**src/irc_line_tokenizer_core_defines.svh**
```systemverilog
// Assertion macros shared by the tokenizer RTL.
`ifndef IRC_LINE_TOKENIZER_CORE_DEFINES_SVH
`define IRC_LINE_TOKENIZER_CORE_DEFINES_SVH
`ifndef SYNTH
// same-cycle implication
`define IRCTOK_ASSERT_IMP(lbl, clk, rstn, ante, cons) \
  lbl: assert property (@(posedge clk) disable iff (!rstn) (ante) |-> (cons)) \
    else $error("irctok assertion failed");
// next-cycle implication
`define IRCTOK_ASSERT_NXT(lbl, clk, rstn, ante, cons) \
  lbl: assert property (@(posedge clk) disable iff (!rstn) (ante) |=> (cons)) \
    else $error("irctok assertion failed");
`else
`define IRCTOK_ASSERT_IMP(lbl, clk, rstn, ante, cons)
`define IRCTOK_ASSERT_NXT(lbl, clk, rstn, ante, cons)
`endif
`endif

```
**src/irctok_pkg.sv**
```systemverilog
package irctok_pkg;

  typedef struct packed {
    logic [7:0] line_byte;
    logic       end_of_line;
  } in_item_t;

  typedef struct packed {
    logic [2:0] token_kind;
    logic [4:0] param_index;
    logic [7:0] out_byte;
    logic       has_byte;
    logic       token_start;
    logic [2:0] command_code;
    logic [4:0] param_count;
    logic [1:0] line_status;
    logic       last_result;
  } out_item_t;

  // token kinds
  localparam logic [2:0] KIND_ORIGIN  = 3'd0;
  localparam logic [2:0] KIND_CMD     = 3'd1;
  localparam logic [2:0] KIND_PARAM   = 3'd2;
  localparam logic [2:0] KIND_TRAIL   = 3'd3;
  localparam logic [2:0] KIND_SUMMARY = 3'd4;

  // line status
  localparam logic [1:0] STATUS_OK      = 2'd0;
  localparam logic [1:0] STATUS_IGNORED = 2'd1;
  localparam logic [1:0] STATUS_NO_CMD  = 2'd2;

  // command codes
  localparam logic [2:0] CODE_UNKNOWN = 3'd0;

  // results one word can cause at most
  localparam int unsigned MAX_RESULTS = 3;

endpackage

```
**src/irctok_parser.sv**
```systemverilog
`include "irc_line_tokenizer_core_defines.svh"

module irctok_parser #(
  parameter int unsigned MAX_PARAMS = 19
) (
  input  logic                  clk_i,
  input  logic                  rst_ni,
  input  logic                  accept_i,
  input  irctok_pkg::in_item_t  item_i,
  output irctok_pkg::out_item_t res_o [irctok_pkg::MAX_RESULTS],
  output logic [1:0]            n_o
);
  import irctok_pkg::*;

  typedef enum logic [2:0] {
    PH_START, PH_ORIGIN, PH_CMD_BARE, PH_CMD_AFTER,
    PH_MSG_START, PH_PARAM, PH_TRAIL, PH_DISCARD
  } phase_e;

  localparam logic [7:0] CH_COLON = 8'h3A;
  localparam logic [7:0] CH_SPACE = 8'h20;
  localparam logic [7:0] CH_NL    = 8'h0A;
  localparam logic [4:0] LIMIT    = 5'(MAX_PARAMS);

  // PASS, PING, EOB, UID
  localparam logic [7:0] CMD_NAMES [4][4] = '{
    '{8'h50, 8'h41, 8'h53, 8'h53},
    '{8'h50, 8'h49, 8'h4E, 8'h47},
    '{8'h45, 8'h4F, 8'h42, 8'h00},
    '{8'h55, 8'h49, 8'h44, 8'h00}
  };
  localparam logic [2:0] CMD_LENS [4] = '{3'd4, 3'd4, 3'd3, 3'd3};

  function automatic out_item_t mk_tok(logic [2:0] kind, logic [4:0] idx,
                                       logic [7:0] b, logic has, logic start);
    out_item_t r;
    r             = '0;
    r.token_kind  = kind;
    r.param_index = idx;
    r.out_byte    = has ? b : 8'h00;
    r.has_byte    = has;
    r.token_start = start;
    return r;
  endfunction

  function automatic logic [3:0] mask_next(logic [2:0] len, logic [7:0] b,
                                           logic [3:0] mask);
    logic [3:0] m;
    logic [7:0] up;
    up = (b inside {[8'h61:8'h7A]}) ? (b - 8'd32) : b;
    m  = mask;
    for (int i = 0; i < 4; i++) begin
      if (len >= CMD_LENS[i] || CMD_NAMES[i][len[1:0]] != up) m[i] = 1'b0;
    end
    return m;
  endfunction

  function automatic logic [2:0] cmd_code(logic [2:0] len, logic [3:0] mask);
    logic [2:0] c;
    c = CODE_UNKNOWN;
    for (int i = 3; i >= 0; i--) begin
      if (mask[i] && len == CMD_LENS[i]) c = 3'(i + 1);
    end
    return c;
  endfunction

  phase_e     phase_q, phase_d;
  logic [4:0] params_q, params_d;
  logic       held_q, held_d;
  logic       run_q, run_d;
  logic [2:0] cmd_len_q, cmd_len_d;
  logic [3:0] cmd_mask_q, cmd_mask_d;
  logic       ignored_q, ignored_d;

  always_comb begin
    logic [7:0] b;
    logic [4:0] idx;
    logic [1:0] status;
    logic [1:0] n;
    b      = item_i.line_byte;
    idx    = (params_q != 5'd0) ? (params_q - 5'd1) : 5'd0;
    status = STATUS_OK;
    n      = 2'd0;
    for (int i = 0; i < MAX_RESULTS; i++) res_o[i] = '0;

    phase_d    = phase_q;
    params_d   = params_q;
    held_d     = held_q;
    run_d      = run_q;
    cmd_len_d  = cmd_len_q;
    cmd_mask_d = cmd_mask_q;
    ignored_d  = ignored_q;

    case (phase_q)
      PH_START: begin
        if (b == CH_NL) begin
          ignored_d = 1'b1;
          phase_d   = PH_DISCARD;
        end else if (b == CH_COLON) begin
          res_o[n] = mk_tok(KIND_ORIGIN, 5'd0, 8'h00, 1'b0, 1'b1); n = n + 2'd1;
          phase_d  = PH_ORIGIN;
        end else if (b == CH_SPACE) begin
          res_o[n] = mk_tok(KIND_CMD, 5'd0, 8'h00, 1'b0, 1'b1); n = n + 2'd1;
          phase_d  = PH_MSG_START;
        end else begin
          res_o[n]   = mk_tok(KIND_CMD, 5'd0, b, 1'b1, 1'b1); n = n + 2'd1;
          cmd_mask_d = mask_next(cmd_len_d, b, cmd_mask_d);
          cmd_len_d  = (cmd_len_d < 3'd7) ? cmd_len_d + 3'd1 : cmd_len_d;
          phase_d    = PH_CMD_BARE;
        end
      end
      PH_ORIGIN: begin
        if (b == CH_SPACE) phase_d = PH_CMD_AFTER;
        else begin
          res_o[n] = mk_tok(KIND_ORIGIN, 5'd0, b, 1'b1, 1'b0); n = n + 2'd1;
        end
      end
      PH_CMD_BARE, PH_CMD_AFTER: begin
        if (b == CH_SPACE) begin
          if (cmd_len_d == 3'd0) begin
            res_o[n] = mk_tok(KIND_CMD, 5'd0, 8'h00, 1'b0, 1'b1); n = n + 2'd1;
          end
          phase_d = PH_MSG_START;
        end else begin
          res_o[n]   = mk_tok(KIND_CMD, 5'd0, b, 1'b1, cmd_len_d == 3'd0);
          n          = n + 2'd1;
          cmd_mask_d = mask_next(cmd_len_d, b, cmd_mask_d);
          cmd_len_d  = (cmd_len_d < 3'd7) ? cmd_len_d + 3'd1 : cmd_len_d;
        end
      end
      PH_MSG_START: begin
        params_d = 5'd1;
        if (b == CH_COLON) begin
          res_o[n] = mk_tok(KIND_TRAIL, 5'd0, 8'h00, 1'b0, 1'b1); n = n + 2'd1;
          phase_d  = PH_TRAIL;
        end else if (b == CH_SPACE) begin
          res_o[n] = mk_tok(KIND_PARAM, 5'd0, 8'h00, 1'b0, 1'b1); n = n + 2'd1;
          run_d    = 1'b1;
          phase_d  = PH_PARAM;
        end else begin
          res_o[n] = mk_tok(KIND_PARAM, 5'd0, b, 1'b1, 1'b1); n = n + 2'd1;
          run_d    = 1'b0;
          phase_d  = PH_PARAM;
        end
      end
      PH_PARAM: begin
        if (params_q >= LIMIT) begin
          // last parameter: spaces are content, " :" ends the line
          if (!held_q) begin
            if (b == CH_SPACE) held_d = 1'b1;
            else begin
              res_o[n] = mk_tok(KIND_PARAM, idx, b, 1'b1, 1'b0); n = n + 2'd1;
            end
          end else if (b == CH_SPACE) begin
            res_o[n] = mk_tok(KIND_PARAM, idx, CH_SPACE, 1'b1, 1'b0); n = n + 2'd1;
          end else if (b == CH_COLON) begin
            held_d  = 1'b0;
            phase_d = PH_DISCARD;
          end else begin
            res_o[n] = mk_tok(KIND_PARAM, idx, CH_SPACE, 1'b1, 1'b0); n = n + 2'd1;
            res_o[n] = mk_tok(KIND_PARAM, idx, b, 1'b1, 1'b0); n = n + 2'd1;
            held_d   = 1'b0;
          end
        end else if (!run_q) begin
          if (b == CH_SPACE) run_d = 1'b1;
          else begin
            res_o[n] = mk_tok(KIND_PARAM, idx, b, 1'b1, 1'b0); n = n + 2'd1;
          end
        end else if (b == CH_COLON) begin
          res_o[n] = mk_tok(KIND_TRAIL, params_q, 8'h00, 1'b0, 1'b1); n = n + 2'd1;
          params_d = params_q + 5'd1;
          run_d    = 1'b0;
          phase_d  = PH_TRAIL;
        end else if (b != CH_SPACE) begin
          res_o[n] = mk_tok(KIND_PARAM, params_q, b, 1'b1, 1'b1); n = n + 2'd1;
          params_d = params_q + 5'd1;
          run_d    = 1'b0;
          held_d   = 1'b0;
        end
      end
      PH_TRAIL: begin
        res_o[n] = mk_tok(KIND_TRAIL, idx, b, 1'b1, 1'b0); n = n + 2'd1;
      end
      default: ;
    endcase

    if (item_i.end_of_line) begin
      case (phase_d)
        PH_ORIGIN, PH_CMD_BARE: status = STATUS_NO_CMD;
        PH_CMD_AFTER: begin
          if (cmd_len_d == 3'd0) begin
            res_o[n] = mk_tok(KIND_CMD, 5'd0, 8'h00, 1'b0, 1'b1); n = n + 2'd1;
          end
        end
        PH_MSG_START: begin
          res_o[n] = mk_tok(KIND_PARAM, 5'd0, 8'h00, 1'b0, 1'b1); n = n + 2'd1;
          params_d = 5'd1;
        end
        PH_PARAM: begin
          if (params_d >= LIMIT && held_d) begin
            res_o[n] = mk_tok(KIND_PARAM, params_d - 5'd1, CH_SPACE, 1'b1, 1'b0);
            n        = n + 2'd1;
          end
        end
        PH_DISCARD: if (ignored_d) status = STATUS_IGNORED;
        default: ;
      endcase

      res_o[n]              = mk_tok(KIND_SUMMARY, 5'd0, 8'h00, 1'b0, 1'b0);
      res_o[n].command_code = (status == STATUS_OK) ? cmd_code(cmd_len_d, cmd_mask_d)
                                                    : CODE_UNKNOWN;
      res_o[n].param_count  = (status == STATUS_OK) ? params_d : 5'd0;
      res_o[n].line_status  = status;
      res_o[n].last_result  = 1'b1;
      n                     = n + 2'd1;

      // back to reset values for the next line
      phase_d    = PH_START;
      params_d   = 5'd0;
      held_d     = 1'b0;
      run_d      = 1'b0;
      cmd_len_d  = 3'd0;
      cmd_mask_d = 4'hF;
      ignored_d  = 1'b0;
    end
    n_o = n;
  end

  always_ff @(posedge clk_i or negedge rst_ni) begin
    if (!rst_ni) begin
      phase_q    <= PH_START;
      params_q   <= 5'd0;
      held_q     <= 1'b0;
      run_q      <= 1'b0;
      cmd_len_q  <= 3'd0;
      cmd_mask_q <= 4'hF;
      ignored_q  <= 1'b0;
    end else if (accept_i) begin
      phase_q    <= phase_d;
      params_q   <= params_d;
      held_q     <= held_d;
      run_q      <= run_d;
      cmd_len_q  <= cmd_len_d;
      cmd_mask_q <= cmd_mask_d;
      ignored_q  <= ignored_d;
    end
  end

  `IRCTOK_ASSERT_IMP(a_eol_has_summary, clk_i, rst_ni, accept_i && item_i.end_of_line, n_o != 2'd0)
  `IRCTOK_ASSERT_NXT(a_eol_clears, clk_i, rst_ni, accept_i && item_i.end_of_line, phase_q == PH_START && params_q == 5'd0)
  `IRCTOK_ASSERT_IMP(a_params_bound, clk_i, rst_ni, 1'b1, params_q <= LIMIT)

endmodule

```
**config.mk**
```make
export PLATFORM = sky130hd
export DESIGN_NAME = irctok_parser
export DESIGN_NICKNAME = d
export VERILOG_FILES = /design/src/irctok_pkg.sv /design/src/irctok_parser.sv
export VERILOG_INCLUDE_DIRS = /design/src /design/src/src
export SDC_FILE = /design/constraint.sdc
export NUM_CORES = 1
export LEC_CHECK = 0
export ABC_CLOCK_PERIOD_IN_PS = 5200
export CAP_MARGIN = 10
export CELL_PAD_IN_SITES_DETAIL_PLACEMENT = 0
export CELL_PAD_IN_SITES_GLOBAL_PLACEMENT = 2
export CORE_UTILIZATION = 35
export CTS_CLUSTER_DIAMETER = 200
export DETAILED_ROUTE_END_ITERATION = 8
export DONT_BUFFER_PORTS = 1
export PLACE_DENSITY_LB_ADDON = 0.1
export REMOVE_ABC_BUFFERS = 1
export SYNTH_ARGS = -nofsm -noshare
export SYNTH_HDL_FRONTEND = slang
export SYNTH_SLANG_ARGS = --single-unit
```
**constraint.sdc**
```tcl
create_clock -name clk_i -period 5.2 [get_ports clk_i]
set_clock_uncertainty 0.2 [all_clocks]
set_input_delay 0.26 -clock clk_i [delete_from_list [all_inputs] [get_ports clk_i]]
set_output_delay 0.26 -clock clk_i [all_outputs]
set_load 0.02 [all_outputs]
```
# Yosys cells after proc, flatten, opt, wreduce, memory -nomap -nowiden
# Index checks and enable logic that the tools add are counted.
[classes]
n_reduce_logical = 22
order_cmp = 12
muxes = 138
n_eq_ne = 24
bitwise = 12
add_sub_neg = 7
[op_table]
columns = ["cell", "n"]
rows = [
  ["87-bit bitwise mux", 5],
  ["29-bit demux with 2-bit select", 6],
  ["87-bit two-way mux", 4],
  ["29-bit two-way mux", 9],
  ["87-bit one-hot mux with 3 select lines", 1],
  ["29-bit one-hot mux with 6 select lines", 1],
  ["81-bit bitwise AND", 2],
  ["81-bit inverter", 2],
  ["28-bit two-way mux", 5],
  ["27-bit two-way mux", 4],
  ["84-bit bitwise AND", 1],
  ["84-bit inverter", 1],
  ["8-bit two-way mux", 10],
  ["3-bit two-way mux", 24],
  ["8-bit binary-select mux with 2-bit select", 4],
  ["21-bit two-way mux", 3],
  ["57-bit two-way mux", 1],
  ["5-bit two-way mux", 9],
  ["8-bit inequality test", 4],
  ["1-bit two-way mux", 26],
  ["2-bit two-way mux", 13],
  ["3-bit == test, second input constant", 7],
  ["8-bit by 6-bit == test with 1-bit output, second input constant", 2],
  ["4-bit two-way mux", 4],
  ["37 further kinds", 67],
]
[totals]
inputBits = 12
out_inout_bits = 89
register_bits = 18
wordCells = 222

# Depth between registers and ports, before layout
# Gate-level depths: netlist of run 1.
[depth]
word_depth = 23
ltp_mapped = 19

# Worst setup path after synthesis of run 1
# No wires, ideal clock.
[synth_path]
path_kind = "reg2out"
start = "register params_q[1]"
end = "output res_o[43] in the netlist's numbering"
path_slack_ns = 0.735
n_path_buf = 1
stages_incl_launch_ff = 16
t_arrival_ns = 4.005
required_ns = 4.740
cell_sequence = "dfrtp_1 -> ha_1 -> a2111o_1 -> a21boi_0 -> a21oi_1 -> nor3_1 -> a21o_1 -> buf_2 -> mux2i_1 -> nand2_1 -> xnor2_1 -> ha_1 -> nand2_1 -> clkinv_1 -> nor3_1 -> and3_1"
[synth_lines]
columns = ["element", "line", "text"]
rows = [
  ["start: declaration", "irctok_parser.sv:68", "logic [4:0] params_q, params_d;"],
  ["start signal: assignment", "irctok_parser.sv:240", "params_q <= params_d;"],
  ["end: declaration", "irctok_parser.sv:10", "output irctok_pkg::out_item_t res_o [irctok_pkg::MAX_RESULTS],"],
]

==> impl_metrics.py, run 1 <==
metrics = {
    "logic_synthesis": {
        "avgSynthCellArea_um2": 6.715,
        "yosysUniqueCellTypes": 73,
        "synth_area_um2": 3371,
        "yosysWarnings": 0,
        "ys_seq_area_share_pct": 13.51,
        "synthFlopType": "dfrtp_1",
        "synth_top_area_share_pct": 10.39,
        "synth_top_area_cell": "dfrtp_1",
        "synth-edff-count": 0,
        "synth_cells": 502,
        "yosys-top-cells-area": "dfrtp_1 (10%), ha_1 (7.1%), nor2_1 (6.7%)",
        "ys_async_sr_fraction_pct": 100.0,
        "synth_seq_cells": 18,
    },
    "sta": {
        "hold_viol": 0,
        "rsz0062_at_grt": "false",
        "slew_viol_final": 0,
        "slew-limit-headroom_pct": 32.23,
        "timing.setup.tns_ns": 0,
        "fin_crit_sh_pct": 96.59,
        "period_minus_slack_ns": 5.023,
        "fmax_mhz": 199.1,
        "worst_slew_pin_slew_ns": 1.013,
        "finalSetupViolCount": 0,
    },
    "power_and_ir_drop": {
        "ir_drop_mv": 0.1142,
        "p_leak_nw": 1.654,
        "power_density_nw_per_um2": 150.8,
    },
    "worst_hold_path": {
        "hold_class": "in -> reg",
    },
    "floorplan": {
        "pin_count": 101,
        "initial_utilization_pct": 36.31,
        "die_x_um": 100.1,
        "die-area_um2": 10030,
        "die_h_um": 100.1,
        "rows": 35,
        "core_um2": 9284,
    },
    "critical_path": {
        "critPathCaptureType": "output pin",
        "cpPeakStageDelay_ns": 0.51,
        "rrSetupSlack_ns": 2.31,
        "r2r_end": "params_q[3]$_DFFE_PN0P_",
        "crit_arrival_ns": 4.56,
        "critPathMaxFanout": 12,
        "crit_type": "reg -> out",
        "worstRegToRegCells": 9,
        "path_depth": 16,
        "cp-start-kind": "flip-flop",
        "crit_end": "res_o[77]",
        "r2r-start": "params_q[0]$_DFFE_PN0P_",
        "crit_start": "params_q[0]$_DFFE_PN0P_",
        "cp.required_ns": 4.74,
        "cp_num_buf_inv": 3,
        "critPathTopFamily": "compound AO/OA/AOI/OAI gates",
        "crit_top_cell": "ha_1",
        "path_cells": "ha_1, a2111o_1, a21bo_2, o41a_1, and3_1, ha_1, inv_1, o2111ai_2, nand3_1, nand2_2, xnor2_2, ha_1, nand2_1, inv_2, nor4_1, buf_4",
        "worst_path_max_delay_cell": "nor4_1",
    },
    "grt": {
        "grt_start_max_net_pins": 19,
        "overflow": 0,
        "grt_pass1_vias": 3655,
        "grt_pass1_wl_um": 20820,
        "antenna_found_initial": 0,
        "grt_usage_pct": 26.73,
    },
    "route": {
        "postRouteAntennaNets": 0,
        "wl_met2_um": 6790,
        "viasPerCell": 5.900,
        "route.detailed.drc": 0,
        "first_pass_iters": 5,
        "wl_um": 13480,
        "wl_per_cell_um": 20.52,
        "drt_iter0_markers": 317,
        "wl_met3_um": 497,
        "top_layer": "met4",
        "m1WireLength_um": 5819,
        "dr_total_vias": 3876,
    },
    "place": {
        "port_buffers": 0,
        "place_congestion": 0.8796,
        "hpwlAfterDp_um": 10210,
    },
    "clock_network": {
        "clk_path_buf_depth": 2,
        "cts_buffers": 3,
        "cts_tree": "yes",
        "cts.htree.levels": 1,
        "insertion_delay_ns": 0.26,
        "path_clk_slew_ns": 0.08,
        "clock-sinks": 18,
        "cts-root-buf": "clkbuf_8",
    },
    "job": {
        "drv_cap": 0,
    },
    "cells_and_area": {
        "antennaDiodeCount": 0,
        "drive_gt1_share_pct": 16.10,
        "fillCellCount": 1051,
        "utilization_pct": 41.50,
        "fin_nets": 560,
        "synthToLayoutAreaGrowth_pct": 14.29,
    },
    "outcome": {
        "run_status": "complete, no violations",
    },
}
-- layout make-up --
class | instances | area, um2 | share of cell area, %
sequential | 18 | 456.7 | 11.85
tap | 129 | 161.4 | 4.190
timing repair buffer | 62 | 475.5 | 12.34
inverter | 24 | 90.09 | 2.338
multi-input combinational | 420 | 2614 | 67.85
clock buffer | 4 | 55.05 | 1.429
-- placed cells by master (no fill, tap or decap), drive strengths merged, types with 4 or more instances in the layout --
cell	instances
nor2	61
buf	58
nand2	45
o21ai	34
a21oi	32
nor3	27
nand3	24
inv	23
ha	19
dfrtp	14
and2	12
nand2b	11
nand4	9
xor2	9
and3	8
o22ai	8
a22oi	8
xnor2	8
conb	7
a31oi	6
a21o	5
nor2b	5
mux2i	5
nor4	5
o32ai	5
o31ai	4
or4	4
o2bb2ai	4
clkbuf	4
dfstp	4
dlygate4sd3	4
a21boi	4
-- Yosys cell counts (all sizes together) (5+ instances only) --
cell type,n
inv,23
nor4,5
and2,12
a31oi,6
and3,8
nor3,27
o22ai,8
xor2,9
dfrtp,14
nand2,45
ha,19
o32ai,5
xnor2,8
a21oi,32
nor2,61
clkbuf,20
nand2b,11
buf,26
nor2b,5
nand4,9
a22oi,8
a21o,5
nand3,24
mux2i,5
o21ai,34
-- worst register-to-register path, cell delays in order (launching register included) --
cell       delay [ns]
dfrtp_2          0.49
ha_1             0.26
a2111o_1         0.38
a21bo_2          0.34
nor3_4           0.28
buf_4            0.16
buf_4            0.14
nand2b_1         0.06
a22oi_1          0.35
o2bb2ai_1        0.12
-- repair_timing --
item                       in CTS  in global routing
hold endpoints to repair       33                  0
setup endpoints to repair       0                 34
gates resized for setup         0                  4
buffers inserted                0                  3
hold buffers                    4                  0
-- registers in the layout (all words and copies together) (netlist names) --
name,count
params_q,5
cmd_mask_q,4
cmd_len_q,3
phase_q,3
held_q,1
ignored_q,1
run_q,1
-- report_power, final --
part	leakage, nW	switching [W]	internal (W)
Clock	0.0288	0.0000590	0.0000676
Sequential	0.231	0.0000197	0.000151
Combinational	1.39	0.000184	0.0000995
Total	1.65	0.000263	0.000318
-- layer usage --
metal	vias up	track usage [%]
li1	1860	-
met1	1866	33.79
met2	123	47.63
met3	27	2.855
met4	0	8.138
met5	-	0
-- how the worst min path moves through the flow --
stage                    from                       end  slack [ns]  cells after the start
global placement       rst_ni         run_q$_DFFE_PN0P_       -0.23                      0
finish              item_i[0]  cmd_len_q[2]$_DFFE_PN0P_        0.02                      3
floorplan              rst_ni  cmd_len_q[0]$_DFFE_PN0P_       -0.24                      0
global route         accept_i     ignored_q$_DFFE_PN0P_        0.02                      2
CTS                 item_i[0]  cmd_len_q[2]$_DFFE_PN0P_        0.02                      3
detailed placement     rst_ni   params_q[4]$_DFFE_PN0P_       -0.23                      0
-- per-stage QoR --
| stage | area (um2) | setup slack [ns] | power, W | hold slack (ns) | cells |
|---|---|---|---|---|---|
| floorplan | 3149 | 0.4523 | 0.0003623 | -0.2356 | 462 |
| global placement | 3724 | 0.5215 | 0.0004427 | -0.2348 | 646 |
| detailed placement | 3724 | 0.4556 | 0.0004414 | -0.2346 | 646 |
| CTS | 3819 | 0.1633 | 0.0005740 | 0.01904 | 654 |
| global route | 3852 | 0.02594 | 0.0006112 | 0.02214 | 657 |
| finish | 3852 | 0.1772 | 0.0005810 | 0.02279 | 657 |
-- cell families (layout without fill, tap and decap cells) --
| kind of cell | Yosys count | after routing | synth area share, % |
|---|---|---|---|
| buffers and inverters | 70 | 90 | 9.911 |
| xor gates and xnor gates | 17 | 17 | 4.417 |
| adders and majority gates | 19 | 19 | 7.053 |
| muxes | 6 | 6 | 1.819 |
| and+or+nand+nor | 233 | 233 | 36.12 |
| other | 1 | 7 | 0.1113 |
| AOI/OAI and AO/OA | 138 | 138 | 27.06 |
| DFF | 18 | 18 | 13.51 |
Note: power is estimated with default switching activity, not from simulation.
==> run 2: changes to the inputs <==
CORE_MARGIN = 2   (was unset)
HOLD_SLACK_MARGIN = 0.03   (was unset)
==> run 2 against run 1 <==
- cell area is 0.16% higher
- critical path depth did not move
- register-to-register slack about the same
- sequential power barely moved
- core utilization increased by 0.067 points
- highest routed layer unchanged
==> impl_metrics.py, run 2 (synthesis gave the netlist of run 1 again) <==
metrics = {
    "floorplan": {
        "die-area_um2": 10430,
        "initial_utilization_pct": 36.31,
        "rows": 35,
        "pin_count": 101,
        "die_x_um": 102.1,
        "core_um2": 9284,
        "die_h_um": 102.1,
    },
    "critical_path": {
        "cpPeakStageDelay_ns": 0.49,
        "crit_start": "params_q[0]$_DFFE_PN0P_",
        "path_cells": "ha_1, a2111o_1, a21bo_2, o41a_1, and3_1, ha_1, inv_1, o2111ai_2, nand3_2, nand2_1, xnor2_2, ha_1, nand2_1, inv_4, nor3_1, or4_4",
        "rrSetupSlack_ns": 2.32,
        "crit_type": "reg -> out",
        "critPathCaptureType": "output pin",
        "critPathMaxFanout": 12,
        "r2r_end": "params_q[3]$_DFFE_PN0P_",
        "cp.required_ns": 4.74,
        "worstRegToRegCells": 8,
        "cp-start-kind": "flip-flop",
        "crit_top_cell": "ha_1",
        "crit_end": "res_o[69]",
        "r2r-start": "params_q[0]$_DFFE_PN0P_",
        "worst_path_max_delay_cell": "dfrtp_2",
        "crit_arrival_ns": 4.46,
    },
    "clock_network": {
        "cts.htree.levels": 1,
        "cts_tree": "yes",
        "insertion_delay_ns": 0.26,
        "clock-sinks": 18,
        "clk_path_buf_depth": 2,
        "path_clk_slew_ns": 0.08,
        "cts-root-buf": "clkbuf_8",
        "cts_buffers": 3,
    },
    "sta": {
        "hold_viol": 0,
        "worst_slew_pin_slew_ns": 0.9839,
        "rsz0062_at_grt": "false",
        "fin_crit_sh_pct": 94.68,
        "slew_viol_final": 0,
        "finalSetupViolCount": 0,
        "slew-limit-headroom_pct": 34.19,
        "period_minus_slack_ns": 4.923,
        "fmax_mhz": 203.1,
        "timing.setup.tns_ns": 0,
    },
    "route": {
        "viasPerCell": 5.959,
        "first_pass_iters": 5,
        "drt_iter0_markers": 263,
        "route.detailed.drc": 0,
        "wl_per_cell_um": 20.65,
        "dr_total_vias": 3903,
        "wl_um": 13520,
        "postRouteAntennaNets": 0,
    },
    "cells_and_area": {
        "antennaDiodeCount": 0,
        "fin_nets": 558,
        "regMostFlops": "params_q",
        "largest_reg_flops": 5,
        "top_regs": "params_q: 5 flops, cmd_mask_q: 4 flops",
        "layout_commonest_cell": "nor2_1",
        "drive_gt1_share_pct": 16.54,
        "synthToLayoutAreaGrowth_pct": 14.48,
        "most-common-layout-cells": "nor2_1 (60), buf_4 (56), nand2_1 (45)",
        "fin_cells": 655,
        "utilization_pct": 41.56,
    },
    "place": {
        "dp.cells": 646,
        "port_buffers": 0,
        "hpwlAfterDp_um": 10330,
        "place_congestion": 0.8942,
    },
    "worst_hold_path": {
        "hold_class": "in -> reg",
    },
    "grt": {
        "grt_usage_pct": 25.76,
        "overflow": 0,
        "antenna_found_initial": 0,
        "grt_pass1_wl_um": 20770,
        "grt_pass1_vias": 3683,
        "grt_start_max_net_pins": 19,
    },
    "power_and_ir_drop": {
        "p_leak_nw": 1.644,
        "power_density_nw_per_um2": 150.7,
        "ir_drop_mv": 0.1105,
        "total_power_w": 0.0005817,
    },
    "job": {
        "drv_cap": 0,
    },
    "outcome": {
        "run_status": "complete, no violations",
    },
}
-- run 2: cell types whose count changed in the layout (fill, tap and decap cells not counted), sizes merged --
| cell | change |
|---|---|
| clkinv | -1 |
| clkinvlp | +1 |
| buf | -2 |
-- run 2: metal layers --
metal | track usage [%] | share of wire [%]
met1 | 33.10 | 41
met3 | 2.599 | 5.6
met4 | 7.692 | 2.7
met2 | 45.60 | 51
met5 | 0 | 0
-- run 2: worst min path at each step --
stage / cells past startpoint / from / slack (ns) / endpoint
CTS: 2 / accept_i / 0.03 / ignored_q$_DFFE_PN0P_
floorplan: 0 / rst_ni / -0.24 / cmd_len_q[0]$_DFFE_PN0P_
finish: 2 / accept_i / 0.02 / ignored_q$_DFFE_PN0P_
global placement: 0 / rst_ni / -0.23 / run_q$_DFFE_PN0P_
global route: 2 / accept_i / 0.04 / ignored_q$_DFFE_PN0P_
detailed placement: 0 / rst_ni / -0.23 / params_q[4]$_DFFE_PN0P_
-- run 2: cell type report --
class	instances	area, um2
multi-input cells	420	2629
inverters	24	96.34
fillers	1040	5425
flip-flops and latches	18	456.7
clock buffers	4	55.05
repair buffers	60	460.4
well taps	129	161.4
-- run 2: per-stage QoR --
stage / worst slack, ns / cell area (um2) / hold WS, ns
detailed placement: 0.3696 / 3724 / -0.2346
global route: 0.02137 / 3859 / 0.04419
finish: 0.2769 / 3859 / 0.02299
CTS: 0.06725 / 3819 / 0.03104
floorplan: 0.4523 / 3149 / -0.2356
global placement: 0.4849 / 3724 / -0.2349
-- run 2: what timing repair did --
action | 4_1_cts | 5_1_grt
hold buffers | 4 | 0
endpoints found under the hold margin | 33 | 0
setup endpoints to repair | 0 | 47
resized for setup | 0 | 9
setup buffers | 0 | 1
-- run 2: worst max-delay path: cells and delay by family, from the launching register on --
kind | cells | cell delay, ns
buffers and inverters | 2 | 0.23
AND/OR/NAND/NOR | 6 | 1.24
flip-flops | 1 | 0.49
AO/OA/AOI/OAI | 4 | 1.29
XOR/XNOR | 1 | 0.23
adder cells (fa/ha/maj) | 3 | 0.70
-- run 2: power breakdown --
part | switching, W | leakage [nW] | internal, W
logic | 0.000184 | 1.38 | 0.000102
clock network | 0.0000580 | 0.0288 | 0.0000676
registers | 0.0000194 | 0.231 | 0.000151
